### src/design/kwm_ram.sv
`timescale 1ns / 1ps
module kwm_ram #(
  parameter int WIDTH = 8,
  parameter int DEPTH = 8
) (
  input  logic                     clk_i,
  input  logic                     we_i,
  input  logic [$clog2(DEPTH)-1:0] waddr_i,
  input  logic [WIDTH-1:0]         wdata_i,
  input  logic [$clog2(DEPTH)-1:0] raddr_i,
  output logic [WIDTH-1:0]         rdata_o
);

  logic [WIDTH-1:0] mem_q [DEPTH];
  logic [WIDTH-1:0] rdata_q;

  // Single write port, registered read port.
  always_ff @(posedge clk_i) begin
    if (we_i) begin
      mem_q[waddr_i] <= wdata_i;
    end
    rdata_q <= mem_q[raddr_i];
  end

  assign rdata_o = rdata_q;

endmodule

### config.mk
export PLATFORM = sky130hd
export DESIGN_NAME = kwm_ram
export DESIGN_NICKNAME = d
export VERILOG_FILES = /design/src/design/kwm_ram.sv
export SDC_FILE = /design/constraint.sdc
export NUM_CORES = 1
export LEC_CHECK = 0
export BUFFER_PORTS_ARGS = -buffer_cell sky130_fd_sc_hd__clkbuf_2
export CORE_MARGIN = 2
export CORE_UTILIZATION = 62
export DETAILED_ROUTE_END_ITERATION = 12
export GPL_TIMING_DRIVEN = 0
export PLACE_DENSITY = 0.83
export RECOVER_POWER = 100
export SETUP_SLACK_MARGIN = 0.2
export SLEW_MARGIN = 10
export SYNTH_ARGS = -nofsm -noshare
export SYNTH_HDL_FRONTEND = slang
export SYNTH_SLANG_ARGS = --single-unit
### constraint.sdc
create_clock -name clk_i -period 3.5 [get_ports clk_i]
set_input_delay 0.175 -clock clk_i [delete_from_list [all_inputs] [get_ports clk_i]]
set_output_delay 0.175 -clock clk_i [all_outputs]
set_load 0.02 [all_outputs]
[Word level (Yosys, flattened, before mapping)]
Memories as Yosys holds them, arrays and structs flattened. A register that Yosys moved wholly into a read port is not among the register bits.
Cells that the tools add are included.
Storage, ports and cells
  register bits after elaboration: 0
  latch bits: 0
  bits in writable memories: 64
  memory bits (read-only): 0
  input port bits: 16
  output and inout port bits: 8
  logic and storage cells: 3
  memories: 1
Cells by class
  add/subtract/negate cells: 0
  $mul: 0
  div/mod/pow operators: 0
  order comparisons: 0
  equality and inequality tests: 0
  shifts and indexed selects: 0
  muxes and demuxes: 2
  bitwise operators: 0
  reductions and logical operators: 0
Memory list
  mem_q: words 8, bits a word 8, rd ports 1, clocked after memory_dff 1, wr ports 1, RTL line 14  | logic [WIDTH-1:0] mem_q [DEPTH];
Operators with widths (number)
  2-to-1 mux 1 bit: 2

[Logic depth before layout (Yosys ltp)]
  depth after elaboration: 2
  mapped depth: 4

[Least setup slack after synthesis]
OpenSTA, ideal clock, no wires.
  kind: input to register
  start point: input waddr_i[2]
  end point: memory mem_q[0][0] (enable)
  setup time: 0.383 ns
  arrival: 0.952 ns
  data required time: 3.117 ns
  path slack: 2.164 ns
  stages on the path: 2
  path buffers: 0
  path through: nand2b_1 > nor3_1
RTL lines
  from (decl): RTL line 8  | input logic [$clog2(DEPTH)-1:0] waddr_i,
  to (decl): RTL line 14
No word-level cell before the write port.

[Final worst setup path]
  start point: input waddr_i[2]
  end point: memory mem_q[0][2] (enable)
No word-level cell before the write port.

==> impl_summary.md <==
Placed design
The number of input and output port buffers inserted is 20. The detailed-placement wirelength estimate is 2670 um. At the end of routability-driven placement, the weighted congestion stood at 0.701. The placed instances occupy a cell area of 0.00286 mm^2.

Floorplan
The die extent in x is 69.9 um. The number of cell rows is 23. The core region is 0.00409 mm^2. The floorplan step set the die height to 69.9 um. The total die area is 0.00488 mm^2. The number of top-level design ports is 24. The initial cell density of the core is 0.659.

Clocking
Clock latency on the worst-skew pair, taken at its later pin, is 330 ps. The total clock sinks is 72. The number of clock buffers inserted by TritonCTS is 9. The clock tree buffer depth is 2. The clock tree root buffer cell is sky130_fd_sc_hd__clkbuf_8.

The number of gates resized after CTS was 0. The TritonCTS clock tree is built. Clock-pin slew was measured on the worst setup and hold paths at 70 ps.

The H-tree level count is 3. The post-CTS setup-driven buffer insertion count is 0. The number of buffers added to fix hold violations after cts is 0.

Power
The switching part of the total is 0.202. The share of total power in combinational logic is 0.060. For this design the static power due to leakage is 1.00 nW. Across the VDD grid, the largest voltage drop is 0.417 mV. The internal power is 1.30 mW. The power density of the placed cells is 544 mW/mm^2. Overall power consumption after layout is estimated at 1.63 mW.

The power share of the sequential group is 0.599. The share of total power dissipated in the clock network is 0.341. Summed over all nets, the switching power comes to 0.330 mW.

Critical path
The category of the critical setup timing path is primary input to flip-flop. For flop-to-flop paths, the worst setup slack is 2170 ps. The worst setup path is launched from a primary input. The critical path capture point type is a flip-flop. The highest-delay cell along the critical path is sky130_fd_sc_hd__nor3_1.

The required time at the worst-slack endpoint is 3440 ps. Along the worst path, the maximum fanout reaches 8. The data arrival time of the critical path is 1520 ps. The signal on the critical path passes through clkbuf_1 > nand2b_1 > nor3_1. On the worst path, the slowest cell contributes a delay of 1070 ps.

Logic synthesis
Synthesis inferred 72 register bits. Summing every instance area after synthesis gives 0.00269 mm^2. The share of the Yosys chip area taken by registers is 0.774.

After synthesis, the most frequently instantiated cells are 64 x sky130_fd_sc_hd__edfxtp_1, 15 x sky130_fd_sc_hd__mux4_1, 8 x sky130_fd_sc_hd__dfxtp_1, 8 x sky130_fd_sc_hd__mux2_2, 6 x sky130_fd_sc_hd__nor2_1. sky130_fd_sc_hd__edfxtp_1 takes more of the synthesized area than any other cell. A synthesized cell averages 23.6 um^2. In the synthesized netlist, the number of instances is 114. The share of flip-flops with an asynchronous set or reset after synthesis is 0. The dominant cell by count in the synthesized netlist is sky130_fd_sc_hd__edfxtp_1. The top cell type's share of synthesized area is 0.714. The count of different cell masters after synthesis is 14. By area the synthesized netlist is led by sky130_fd_sc_hd__edfxtp_1 71%, sky130_fd_sc_hd__mux4_1 15%, sky130_fd_sc_hd__dfxtp_1 6.0%, sky130_fd_sc_hd__mux2_2 3.3%, sky130_fd_sc_hd__mux4_2 0.84%. The number of synthesized flops with an enable pin is 64.

Counting every net in the synthesized netlist gives 130. The most used flip-flop cell after synthesis is sky130_fd_sc_hd__edfxtp_1. The number of warning messages in the yosys log is 0.

Global route
The total global-route track usage is 0.196. The pin count of the biggest net entering global routing is 12. The number of antenna violations at the first check in global routing is 0. The total congestion overflow is 0. The number of global-route vias before repair is 1,225. The first global-routing pass estimated 6460 um of wire.

Drt
The routed layout has 1,165 vias. The total DRC errors in the routed layout is 0. In this run, the number of DRC markers left after iteration 0 of detailed routing was 105. The detailed-routing iteration count for the pre-antenna-repair pass is 4. The mean routed wirelength per cell is 21.3 um.

The count of antenna-violating nets left after detailed routing is 0. The routed design has 4240 um of wire. Dividing the detail-routed via count by the number of cells gives 5.85.

Timing
The final critical delay including setup and external delays is 1580 ps. Adding up every negative setup slack in the final design gives 0 ps. The number of setup violations in the final report is 0.

The final hold violation count is 0. Setup repair after global routing left no endpoint under its margin. Timing would allow up to 632 MHz. At the pin with the least slew margin, the transition time is 1400 ps. The worst slew margin relative to its limit is 0.0605. The post-route fraction of the period consumed by the critical path is 0.452. The largest clock skew in the final design is 5.86 ps. The final number of max-transition violations is 0.

Layout
The finished cells cover 0.00300 mm^2. 0 antenna diodes ended up in the layout. The share of post-route cells with drive strength above 1 is 0.168. The number of fill cells is 244.

For this run, the post-layout net count is 161. From synthesis to final layout, the design area changed by 11.5%.

Hold path
The min-delay analysis places its worst path in the category primary input to flip-flop.

Flow run
The number of maximum-capacitance constraint violations is 0.

Run status
The flow ran to the end, and the final reports show no timing, DRC or antenna violations.
-- cells by family (layout without fill, tap and decap cells) --
kind of cell,Yosys count,after routing,share of synthesized area
flops,72,72,0.774
mux,24,24,0.188
buf+inv,5,40,0.0163
simple gates,13,13,0.0219
-- worst max-delay path: cells and delay by family --
kind | cells | cell delay [ps]
buffers and inverters | 1 | 80
and+or+nand+nor | 2 | 1260
-- cell usage in the layout, fill, tap and decap left out --
cell type,count
sky130_fd_sc_hd__edfxtp_1,64
sky130_fd_sc_hd__clkbuf_1,22
sky130_fd_sc_hd__mux4_1,15
sky130_fd_sc_hd__clkbuf_8,11
sky130_fd_sc_hd__dfxtp_1,8
sky130_fd_sc_hd__mux2_2,7
sky130_fd_sc_hd__nor2_1,6
sky130_fd_sc_hd__nand2b_1,3
sky130_fd_sc_hd__nand2_1,2
sky130_fd_sc_hd__nor3_1,2
sky130_fd_sc_hd__clkinv_2,2
sky130_fd_sc_hd__buf_6,1
sky130_fd_sc_hd__buf_12,1
sky130_fd_sc_hd__buf_2,1
sky130_fd_sc_hd__buf_1,1
sky130_fd_sc_hd__mux2_1,1
sky130_fd_sc_hd__mux4_2,1
sky130_fd_sc_hd__clkinvlp_4,1
-- layer usage --
| metal | vias to the layer above | global-route usage | share of wire |
|---|---|---|---|
| li1 | 543 | - | - |
| met1 | 587 | 0.248 | 0.43 |
| met2 | 31 | 0.307 | 0.51 |
| met3 | 4 | 0.0678 | 0.047 |
| met4 | 0 | 0.0962 | 0.012 |
| met5 | - | 0 | 0 |
-- power groups by stage --
stage | Clock, mW | Combinational [mW] | Sequential (mW)
after CTS | 0.570 | 0.105 | 0.978
after global placement | 0 | 0.0996 | 0.994
after floorplan | 0 | 0.0519 | 1.01
after global routing | 0.606 | 0.107 | 0.980
after detailed placement | 0 | 0.105 | 0.997
final | 0.556 | 0.0979 | 0.978
-- final cells by class --
class / instances / area (um^2) / share of cell area
buffer: 5 / 43.8 / 0.0146
sequential: 72 / 2080 / 0.694
tap: 50 / 62.6 / 0.0208
timing repair buffer: 20 / 75.1 / 0.0250
multi-input combinational: 37 / 566 / 0.188
clock buffer: 12 / 155 / 0.0517
clock inverter: 3 / 17.5 / 0.00584
-- sequential cells by signal, summed over array words and instances (netlist names) --
register and flops:
rdata_o 8, mem_q 64
-- worst paths after layout --
| check | start | endpoint | depth (start not counted) |
|---|---|---|---|
| worst min-delay path | wdata_i[4] | mem_q[5][4]$_DFFE_PP_ | 1 |
| worst max-delay path | waddr_i[2] | mem_q[0][2]$_DFFE_PP_ | 3 |
| worst max register to register | mem_q[3][1]$_DFFE_PP_ | rdata_o[1]$_DFF_P_ | 2 |
| worst min register to register | mem_q[7][2]$_DFFE_PP_ | rdata_o[2]$_DFF_P_ | 2 |
-- stage by stage --
step	util	worst slack, ps	std cells	hold slack (ps)
final	0.735	1920	199	187
after detailed placement	0.701	1900	184	454
after global placement	0.698	1590	184	431
after global routing	0.735	1780	199	200
after floorplan	-	2160	114	274
after CTS	0.743	2200	199	96.6
No activity file was read; power rests on OpenSTA's default activity.
