## src/design/kwm_mul.sv

```systemverilog
`timescale 1ns / 1ps
module kwm_mul (
  input  logic        clk_i,
  input  logic        rst_ni,
  input  logic        start_i,
  input  logic [63:0] a_i,
  input  logic [63:0] b_i,
  output logic        done_o,
  output logic [63:0] p_o
);

  logic [63:0] a_q, b_q, acc_q, acc_d;
  logic [1:0]  step_q, step_d;
  logic        busy_q, busy_d, done_q, done_d;
  logic [31:0] opa, opb;
  logic [63:0] prod;

  // Low 64 bits of the product from three 32x32 partial products, one per cycle.
  always_comb begin
    case (step_q)
      2'd0:    begin opa = a_q[31:0];  opb = b_q[31:0];  end
      2'd1:    begin opa = a_q[63:32]; opb = b_q[31:0];  end
      2'd2:    begin opa = a_q[31:0];  opb = b_q[63:32]; end
      default: begin opa = a_q[31:0];  opb = b_q[31:0];  end
    endcase
    prod = {32'b0, opa} * {32'b0, opb};
  end

  always_comb begin
    acc_d  = acc_q;
    step_d = step_q;
    busy_d = busy_q;
    done_d = 1'b0;
    if (busy_q) begin
      if (step_q == 2'd0) begin
        acc_d = prod;
      end else begin
        acc_d = acc_q + {prod[31:0], 32'b0};
      end
      step_d = step_q + 2'd1;
      if (step_q == 2'd2) begin
        busy_d = 1'b0;
        done_d = 1'b1;
      end
    end
    if (start_i) begin
      busy_d = 1'b1;
      step_d = 2'd0;
    end
  end

  always_ff @(posedge clk_i or negedge rst_ni) begin
    if (!rst_ni) begin
      busy_q <= 1'b0;
      done_q <= 1'b0;
      step_q <= 2'd0;
    end else begin
      busy_q <= busy_d;
      done_q <= done_d;
      step_q <= step_d;
    end
  end

  always_ff @(posedge clk_i) begin
    acc_q <= acc_d;
    if (start_i) begin
      a_q <= a_i;
      b_q <= b_i;
    end
  end

  assign done_o = done_q;
  assign p_o    = acc_q;

endmodule

```

## config.mk

```make
export PLATFORM = sky130hd
export DESIGN_NAME = kwm_mul
export DESIGN_NICKNAME = d
export VERILOG_FILES = /design/src/design/kwm_mul.sv
export SDC_FILE = /design/constraint.sdc
export NUM_CORES = 2
export LEC_CHECK = 0
export ABC_AREA = 1
export BUFFER_PORTS_ARGS = -buffer_cell sky130_fd_sc_hd__buf_2
export CORE_MARGIN = 2
export CORE_UTILIZATION = 41
export DETAILED_ROUTE_END_ITERATION = 8
export HOLD_SLACK_MARGIN = 0.12
export SYNTH_ARGS = -nofsm -noshare
export SYNTH_HDL_FRONTEND = slang
export SYNTH_SLANG_ARGS = --single-unit
```

## constraint.sdc

```tcl
create_clock -name clk_i -period 16.5 [get_ports clk_i]
set_clock_uncertainty 0.15 [all_clocks]
set_input_delay 1.65 -clock clk_i [delete_from_list [all_inputs] [get_ports clk_i]]
set_output_delay 1.65 -clock clk_i [all_outputs]
set_load 0.005 [all_outputs]
```

Yosys cells after proc, flatten, opt, wreduce, memory -nomap -nowiden --
Cells that the tools add are included.
Storage, ports and cells: input bits 131, output and inout port bits 65, bits in registers 196
Operators by class: add/subtract/negate cells 2, multiply operators 1, reduce and logical (&&, ||, !) cells 2, equality and inequality tests 2, multiplexer cells 10
Operator list (number):
- $add 64x64->64 | 1
- $mul 32x32->64 | 1
- $mux 32 | 2
- $mux 64 | 1
- $mux 1 | 5
- $mux 2 | 2
- $add 2x1->2 const B | 1
- $eq 2x1->1 const B | 1
- $eq 2x2->1 const B | 1
- $logic_not 2->1 | 1
- $reduce_bool 2->1 | 1

Logic depth before layout (Yosys ltp) --
depth after elaboration 5, depth in mapped cells 46

Worst setup path after synthesis --
No wires, ideal clock.
kind reg-to-reg, start point register step_q[0], end point register acc_q[63], in the netlist p_o[63], data pin, stages on the path, launching flop included 41, buffers on the path 3, setup time 0.253 ns, arrival 8.048 ns, setup slack 8.049 ns, required time 16.097 ns, cell sequence dfrtp_1 inv_1 ha_1 buf_2 buf_2 nand2_1 o21ai_1 clkbuf_1 nand2_1 fa_1 inv_1 fa_1 fa_1 inv_1 fa_1 inv_1 fa_1 inv_1 [... 5 more ...] nand2_1 nor2_1 nand2_1 nor2_1 nand2_1 nand3_1 xor2_1 inv_1 ha_1 a21o_1 nand3_1 nand2_1 nor2_1 o21ai_0 a21oi_1 nand3_1 nand3_1 nand2_1
Between the ends: cells in the longest elaborated chain, start to end 5, elaborated cells on any way between the ends 8, classes of those cells 1 x add/sub; 1 x mul; 2 x eq/ne; 3 x mux; 1 x reduce/logical
RTL lines:
- start, declared | RTL line 13 | logic [1:0] step_q, step_d;
- start signal, assigned | RTL line 60 | step_q <= step_d;
- $eq 2x1->1 or $eq 2x2->1 (tied branches) | RTL line 20 | case (step_q)
- $mux 32 | RTL line 20
- $mul 32x32->64 | RTL line 26 | prod = {32'b0, opa} * {32'b0, opb};
- $add 64x64->64 | RTL line 38 | acc_d = acc_q + {prod[31:0], 32'b0};
- $mux 64 (*) | RTL line 35 | if (step_q == 2'd0) begin
- end signal, assigned | RTL line 65 | acc_q <= acc_d;
- end, declared | RTL line 12 | logic [63:0] a_q, b_q, acc_q, acc_d;
Mark *: on every way between the ends. The rest lies on a longest branch, timed or not. A chain may end at the register's enable or synchronous reset.

Worst setup path after layout --
start point register step_q[0], end point register acc_q[61], in the netlist p_o[61], data pin
Same word-level chain as after synthesis.

==> flow_summary_export.csv <==
group,metric,value,unit
run_status,status,"complete, no violations",
timing,finalHoldViolations,0,
synthesis,synth_common_cells,"inv_1, nand2_1, fa_1, nor2_1, ha_1",
timing,slew_headroom,0.0175,
timing,period_needed,11.63,ns
grt,grt_use_total,0.283,
clock_network,numCtsBuffers,17,
synthesis,synth_warnings,0,
grt,antenna_found_initial,1,
placed_design,dp_hpwl,117000,um
clock_network,hold_buffers,0,
layout,finalNetCount,6431,
synthesis,postSynthAreaPerCell,8.47,um^2
clock_network,clkTransAtPathRegs,0.08,ns
synthesis,yosysSeqAreaShare,0.139,
synthesis,synth_top_area_share,0.424,
clock_network,root_buffer,"clkbuf_16",
grt,grt_pass1_wl,224000,um
setup_path,critPathKind,"flip-flop to flip-flop",
timing,tightest_slew,1.46,ns
setup_path,crit_path_top_delay_cell,"inv_1",
floorplan,coreArea,102000,um^2
flow_run,maxCapViolCount,0,
synthesis,synth_compound_area_frac,0.0451,
layout,drive_gt1_frac,0.0750,
setup_path,r2r-start,"step_q[0]",
route,drc_errors,0,
setup_path,startpoint_type,"flip-flop",
synthesis,ys_ff_latch,196,
setup_path,cp.required,16.61,ns
setup_path,rrSetupSlack,4.87,ns
clock_network,cts-htree-levels,4,
layout,area_growth,7.33,%
grt,grt_overflow,0,
setup_path,slowest_delay,0.88,ns
synthesis,yosys.area.top_type,"fa_1",
placed_design,port_buffers,195,
timing,timing.final.crit_share,0.705,
route,drtPass1Iterations,6,
synthesis,syn_area,42300,um^2
timing,max_freq,86.0,MHz
setup_path,end_kind,"flip-flop",
clock_network,cts_tree,"yes",
synthesis,syn-instance-count,5000,
timing,setup_tns,0,ns
clock_network,insertion_delay,0.50,ns
layout,final_cell_count_no_fill,6485,
timing,drv_slew,0,
layout,fillers,10244,
min_path,min_to,"step_q[0]",
route,routed_via_density,5.21,
synthesis,synth_ff_type,"edfxtp_1",
grt,grt_max_degree,69,
layout,diodes,0,
synthesis,synth-edff-count,192,
clock_network,clockBufferDepth,2,
floorplan,dieArea,106000,um^2
timing,final-setup-viol-count,0,
grt,grt_pass1_vias,35876,
min_path,worstHoldStart,"step_q[0]",
timing,rsz0062_at_grt,"false",
synthesis,synth_fa_ha_area_frac,0.513,
route,final_antenna_net_count,0,
floorplan,die_h,325,um
clock_network,post_cts_resized,0,
clock_network,postCtsSetupBuffers,0,
floorplan,start_util,0.415,
min_path,min_delay_path_depth,3,
setup_path,crit_path_max_fanout,44,
floorplan,die_w,325,um
route,wl,146000,um
synthesis,postSynth.asyncResetShare,0.0204,
synthesis,synthMuxAreaShare,0,
route,drt_iter0_markers,2888,
setup_path,worst_r2r_path_depth,39,
synthesis,synth-xor-area-share,0.00766,
synthesis,synth_area_leaders,"fa_1, edfxtp_1, inv_1",
setup_path,cp_common_cell,"inv_1",
route,detail_route.wl_per_cell,22.5,um
placed_design,gp_congestion,1.02,
floorplan,rows,117,
synthesis,synth_simple_gate_area_frac,0.170,
min_path,hp-class,"flip-flop to flip-flop",
clock_network,clock-sinks,196,
synthesis,synth_cell_types,44,
floorplan,io_pins,196,
route,num_vias,33769,
synthesis,synth_most_common_cell,"inv_1",
setup_path,arrival,11.74,ns
synthesis,synth_top_family_by_area,"adder cells",
placed_design,dpl.cell_count,6452,
setup_path,timing.rr.end,"p_o[61]",
synthesis,syn_nets,6327,
area by class of cell:
| type | count | area (um^2) | area share |
|---|---|---|---|
| Clock buffer | 20 | 437 | 0.00961 |
| Clock inverter | 12 | 118 | 0.00259 |
| Inverter | 1214 | 4560 | 0.100 |
| Multi-Input combinational cell | 3413 | 31200 | 0.688 |
| Sequential cell | 196 | 5870 | 0.129 |
| Tap cell | 1368 | 1710 | 0.0377 |
| Timing Repair Buffer | 262 | 1500 | 0.0331 |
layout by cell type (no fill, tap or decap), drive strengths merged, types with 9 or more instances in the layout:
| master | instances |
|---|---|
| xor2 | 29 |
| nand3 | 100 |
| inv | 1203 |
| a21o | 12 |
| nor2 | 582 |
| nor3 | 21 |
| edfxtp | 192 |
| o21a | 9 |
| ha | 299 |
| nand4 | 13 |
| buf | 262 |
| fa | 897 |
| o21ai | 162 |
| clkinv | 21 |
| clkbuf | 20 |
| nand2 | 1104 |
| a21oi | 150 |
state kept, by name, indices dropped and copies added (netlist names):
name	count
done_o	1
a_q	64
b_q	64
step_q	2
busy_q	1
p_o	64
worst max path at each step:
stage | startpoint | endpoint | slack (ns) | cells past startpoint
final | step_q[0] | p_o[61] | 4.87 | 39
after global routing | step_q[0] | p_o[61] | 4.27 | 39
after floorplan | step_q[0] | p_o[63] | 8.05 | 40
after global placement | step_q[0] | p_o[61] | 5.07 | 39
after CTS | step_q[0] | p_o[61] | 4.96 | 39
after detailed placement | step_q[0] | p_o[61] | 5.01 | 39
worst max-delay path, delay by kind of cell, from the launching register on:
kind	cells	cell delay (ns)
and+or+nand+nor	11	1.58
AOI/OAI and AO/OA	5	1.51
DFF	1	0.39
xor gates and xnor gates	1	0.36
buffers and inverters	11	2.15
adders and majority gates	11	5.19
cells by family after synthesis:
logic type	Yosys count
AOI/OAI and AO/OA	349
xor gates and xnor gates	37
adders and majority gates	1196
buffers and inverters	1391
DFF	196
and+or+nand+nor	1831
metal layers:
| metal | track usage | wire, um | vias up |
|---|---|---|---|
| li1 | - | - | 14898 |
| met1 | 0.365 | 58200 | 17116 |
| met2 | 0.469 | 68900 | 1489 |
| met3 | 0.0582 | 12500 | 264 |
| met4 | 0.107 | 6220 | 2 |
| met5 | 0 | 18 | - |
stage by stage:
stage | hold WS [ns] | area [um^2] | util | setup slack (ns)
global placement | 0.449 | 44800 | 0.440 | 5.07
global route | 0.530 | 45400 | 0.445 | 4.27
finish | 0.480 | 45400 | 0.445 | 4.87
CTS | 0.481 | 45400 | 0.445 | 4.96
floorplan | 0.402 | 42300 | - | 8.05
detailed placement | 0.470 | 44800 | 0.440 | 5.01
Power is not shown: default switching activity piles up to over one toggle a cycle in this logic, so the estimate is an artifact.
